File: src/hdl/trr_pkg.sv
package trr_pkg;

  localparam int STORE_DEPTH = 16;
  localparam int CNT_W       = $clog2(STORE_DEPTH + 1);
  localparam int IDX_W       = (STORE_DEPTH > 1) ? $clog2(STORE_DEPTH) : 1;
  localparam int RES_DEPTH   = STORE_DEPTH + 1;
  localparam int RIDX_W      = $clog2(RES_DEPTH);
  localparam int RCNT_W      = $clog2(RES_DEPTH + 1);

  localparam logic [29:0] WIN_MAX = 30'h3FFF_FFFF;

  localparam logic [1:0] KIND_SEG    = 2'd0;
  localparam logic [1:0] KIND_CREDIT = 2'd1;
  localparam logic [1:0] KIND_INIT   = 2'd2;

  localparam logic [2:0] ST_IN_ORDER  = 3'd0;
  localparam logic [2:0] ST_QUEUED    = 3'd1;
  localparam logic [2:0] ST_UNACCEPT  = 3'd2;
  localparam logic [2:0] ST_WIN_CLOSE = 3'd3;
  localparam logic [2:0] ST_FULL      = 3'd4;
  localparam logic [2:0] ST_DUP       = 3'd5;
  localparam logic [2:0] ST_CTRL_DONE = 3'd6;

  typedef enum logic [2:0] {
    S_IDLE,
    S_EXEC,
    S_WALK,
    S_INSERT,
    S_DRAIN,
    S_EMIT
  } core_state_t;

  // One transaction as handed from the front to the core.
  typedef struct packed {
    logic [1:0]  kind;
    logic [31:0] seq;
    logic [15:0] len;
    logic        fin;
    logic        push;
    logic        ctl;
    logic        reader;
    logic [29:0] wv;
    logic [16:0] seg_l;
    logic [31:0] seg_end;
  } item_t;

  function automatic logic ser_lt(logic [31:0] a, logic [31:0] b);
    logic [31:0] d;
    d = a - b;
    return d[31];
  endfunction

  function automatic logic ser_le(logic [31:0] a, logic [31:0] b);
    return (a == b) || ser_lt(a, b);
  endfunction

endpackage

File: src/hdl/trr_front.sv
module trr_front import trr_pkg::*; (
  input  logic        clk,
  input  logic        rst_n,
  input  logic        start,
  output logic        busy,
  input  logic [1:0]  in_kind,
  input  logic [31:0] in_seg_seq,
  input  logic [15:0] in_seg_len,
  input  logic        in_flag_fin,
  input  logic        in_flag_push,
  input  logic        in_flag_control,
  input  logic        in_reader_has_data,
  input  logic [29:0] in_window_value,
  output logic        q_valid,
  output item_t       q_item,
  input  logic        q_pop
);

  logic  q_valid_r, q_valid_nxt;
  item_t q_item_r, q_item_nxt;
  logic  accept;

  assign busy    = q_valid_r;
  assign accept  = start && !q_valid_r;
  assign q_valid = q_valid_r;
  assign q_item  = q_item_r;

  // The segment length counts the FIN as one sequence number.
  always_comb begin
    q_item_nxt = q_item_r;
    q_valid_nxt = q_valid_r;
    if (q_pop) begin
      q_valid_nxt = 1'b0;
    end
    if (accept) begin
      q_valid_nxt        = 1'b1;
      q_item_nxt.kind    = in_kind;
      q_item_nxt.seq     = in_seg_seq;
      q_item_nxt.len     = in_seg_len;
      q_item_nxt.fin     = in_flag_fin;
      q_item_nxt.push    = in_flag_push;
      q_item_nxt.ctl     = in_flag_control;
      q_item_nxt.reader  = in_reader_has_data;
      q_item_nxt.wv      = in_window_value;
      q_item_nxt.seg_l   = {1'b0, in_seg_len} + {16'd0, in_flag_fin};
      q_item_nxt.seg_end = in_seg_seq + {15'd0, {1'b0, in_seg_len} + {16'd0, in_flag_fin}};
    end
  end

  always_ff @(posedge clk) begin
    if (!rst_n) begin
      q_valid_r <= 1'b0;
    end else begin
      q_valid_r <= q_valid_nxt;
    end
    q_item_r <= q_item_nxt;
  end

endmodule

File: config.mk
export PLATFORM = sky130hd
export DESIGN_NAME = trr_front
export DESIGN_NICKNAME = d
export VERILOG_FILES = /design/src/hdl/trr_pkg.sv /design/src/hdl/trr_front.sv
export SDC_FILE = /design/constraint.sdc
export NUM_CORES = 1
export LEC_CHECK = 0
export ABC_AREA = 1
export BUFFER_PORTS_ARGS = -buffer_cell sky130_fd_sc_hd__buf_2
export CORE_AREA = 4 4 140 142
export DETAILED_ROUTE_END_ITERATION = 16
export DIE_AREA = 0 0 144 146
export GPL_ROUTABILITY_DRIVEN = 1
export REMOVE_ABC_BUFFERS = 1
export SLEW_MARGIN = 30
export SYNTH_ARGS = -nofsm -noshare
export SYNTH_HDL_FRONTEND = slang
export SYNTH_SLANG_ARGS = --single-unit
File: constraint.sdc
create_clock -name clk -period 21.3 [get_ports clk]
set_clock_uncertainty 0.2 [all_clocks]
set_input_delay 4.26 -clock clk [delete_from_list [all_inputs] [get_ports clk]]
set_output_delay 4.26 -clock clk [all_outputs]
set_load 0.05 [all_outputs]
==> flow_summary.toml <==
[status]
status = "finished, final reports clean"

[die]
rows = 50
die_h_um = 146
start_util_pct = 33.5
core_area_um2 = 18500
die_w_um = 144
io_pins = 223
dieArea_um2 = 21000

[place]
port_buffers = 222
gp_congestion = 0.892
hpwl_um = 12000
dp_cells = 1032

[setup_path]
critPathBufInv = 2
critical_path_arrival_ns = 6.79
crit_fanout = 4
cpPeakStageDelay_ns = 0.34
crit_chain = "buf_2 > ha_1 > nand3_1 > inv_1 > nand4_2 > nor2_2 > nand4_1 > a21oi_1 > ha_1 > a21oi_1 > nand2_1 > a21oi_1 > nand2_1 > nand2_1 > nand2_1 > nand2_1 > nand2_1"
end_kind = "flop"
critical_path_required_ns = 21.28
cp_common_cell = "nand2_1"
cp_slowest_cell = "ha_1"
start_kind = "input port"
path_class = "in2reg"
crit_family = "simple AND/OR/NAND/NOR gates"

[global_route]
grt_pass1_vias = 4559
grt_usage_pct = 14.8
antenna_found_initial = 0
gr-total-overflow = 0
grt_start_max_net_pins = 78
grt_pass1_wl_um = 23900

[clock_network]
cts_buffers = 17
cts.path.max_buffers = 2
clk_pin_slew_worst_paths_ns = 0.06
postCtsSetupRepairBufs = 0
clk_latency_ns = 0.41
ctsHoldBuffers = 0
htree_levels = 4
clock_sinks = 134
root_buffer = "clkbuf_16"
post_cts_resized = 0
cts_tree = "built"

[yosys]
synth-seq-area-share_pct = 65.0
synth.distinct_cells = 30
syn_inst = 575
syn_area_um2 = 6180
synth_top_area_cell = "edfxtp_1"
postSynthAreaPerCell_um2 = 10.7
yosys-top-cells-area = "edfxtp_1 65%, nand2_1 11%, inv_1 6.0%"
ys.warnings.count = 0
ys_ff_latch = 134
synth_top_cell_area_share_pct = 64.7

[power_and_ir_drop]
switching_share_pct = 29.4
seqPwrFrac_pct = 41.6
clkPwrFrac_pct = 39.6
switchingPower_uw = 225
combPwrFrac_pct = 18.9
internal_power_uw = 541
peakVddDrop_mv = 0.0478
powerDensity_nw_per_um2 = 93.3
p_total_uw = 765
cellLeakagePower_uw = 0.00396

[sta]
fmax_mhz = 147
rsz0062_at_grt = "false"
fin_crit_sh_pct = 32.0
fin_setup_tns_ns = 0
relSlewSlack_pct = 50.0
finalHoldViolations = 0
worstMarginPinSlew_ns = 0.751
drv_slew = 0
finalSetupViolations = 0
period_minus_slack_ns = 6.81

[detailed_routing]
drc_errors = 0
antenna_left = 0
viasPerCell = 4.35
wire_per_inst_um = 14.7
firstDrtPassIters = 4
first_iter_violations = 264
wirelength_um = 15700
num_vias = 4619

[job]
maxCapViolations = 0

[cells_and_area]
instances_no_fill = 1063
drive_above_1_share_pct = 32.3
fin_nets = 926
antenna_cells = 0
area_growth_syn_to_layout_pct = 32.9

[worst_hold_path]
hold_class = "reg2reg"
-- layer usage --
layer | wire, um | vias to the layer above | track usage [%]
li1 | - | 2366 | -
met1 | 6650 | 2088 | 17.8
met2 | 7740 | 144 | 25.0
met3 | 996 | 21 | 4.37
met4 | 289 | 0 | 4.99
met5 | 0 | - | 0
-- sequential cells by signal, summed over array words and instances (netlist names) --
| name | count |
|---|---|
| busy | 1 |
| q_item | 133 |
-- power groups by stage --
stage | Combinational (uW) | Sequential (uW) | Clock (uW)
global placement | 145 | 324 | 0
global route | 155 | 320 | 324
finish | 144 | 318 | 303
floorplan | 37.3 | 392 | 0
CTS | 146 | 319 | 311
detailed placement | 145 | 324 | 0
-- cell type report --
cell class / count / area, um^2
inverter: 100 / 375
tap: 234 / 293
timing repair buffer: 224 / 1130
multi-input combinational: 340 / 1790
clock buffer: 17 / 425
clock inverter: 14 / 183
sequential: 134 / 4010
fill: 1712 / 10200
-- per-stage QoR --
step                util [%]  cell area [um^2]  hold slack [ns]  worst slack [ns]
floorplan                  -              6170            0.812             10.58
global placement        41.2              7590            0.398             14.13
detailed placement      41.2              7590            0.407             14.08
CTS                     44.4              8200            0.421             14.52
global route            44.5              8210            0.448             14.29
finish                  44.5              8210            0.410             14.49
-- Yosys cell counts, drive strengths merged --
cell type,instances
nand4,9
edfxtp,133
nand3b,3
inv,100
buf,1
nor2,39
dfxtp,1
and2,1
a21oi,10
o21a,1
o21bai,1
fa,1
xor2,23
o211ai,1
ha,20
a21boi,1
nor3,8
nand3,29
o21ai,3
nand2,184
or2,3
xnor2,3
-- cell families (layout without fill, tap and decap cells) --
logic type	count (synthesis)	after routing	share of synthesized area [%]
compound gates	17	17	1.54
buf+inv	101	355	6.20
xor+xnor	26	26	3.81
fa+ha+maj	21	21	4.38
simple gates	276	276	19.1
flops	134	134	65.0
-- layout by cell type, fill, tap and decap left out, types with 2 or more instances in the layout --
cell        count
clkinvlp_4      2
nand4_2         2
nand2_1       180
buf_2         222
nand3b_1        3
nor2_4          3
nor3_1          8
o21ai_0         2
inv_2           2
nand3_1        29
xor2_1         23
nor2_1         32
nand4_1         7
ha_1           20
inv_1          98
edfxtp_1      133
clkinv_2        2
xnor2_1         2
or2_1           3
bufinv_16       4
clkinv_1        3
clkinv_4        2
nor2_2          4
clkbuf_16      17
a21oi_1        10
nand2_2         3
-- worst paths after layout --
| check | startpoint | end | slack (ns) | cells after the start |
|---|---|---|---|---|
| setup / recovery | in_seg_len[0] | q_item[30]$_DFFE_PP_ | 14.49 | 17 |
| hold / removal | busy$_SDFFE_PN0P_ | busy$_SDFFE_PN0P_ | 0.41 | 2 |
| setup reg to reg | busy$_SDFFE_PN0P_ | q_item[94]$_DFFE_PP_ | 18.95 | 3 |
| hold reg to reg | busy$_SDFFE_PN0P_ | busy$_SDFFE_PN0P_ | 0.41 | 2 |
-- worst reg2reg max path, delay by kind of cell, from the launching register on --
family                 cells  cell delay (ns)
buffers and inverters      2             1.20
and+or+nand+nor            1             0.12
DFF                        1             0.35
No activity file was read; power rests on OpenSTA's default activity.
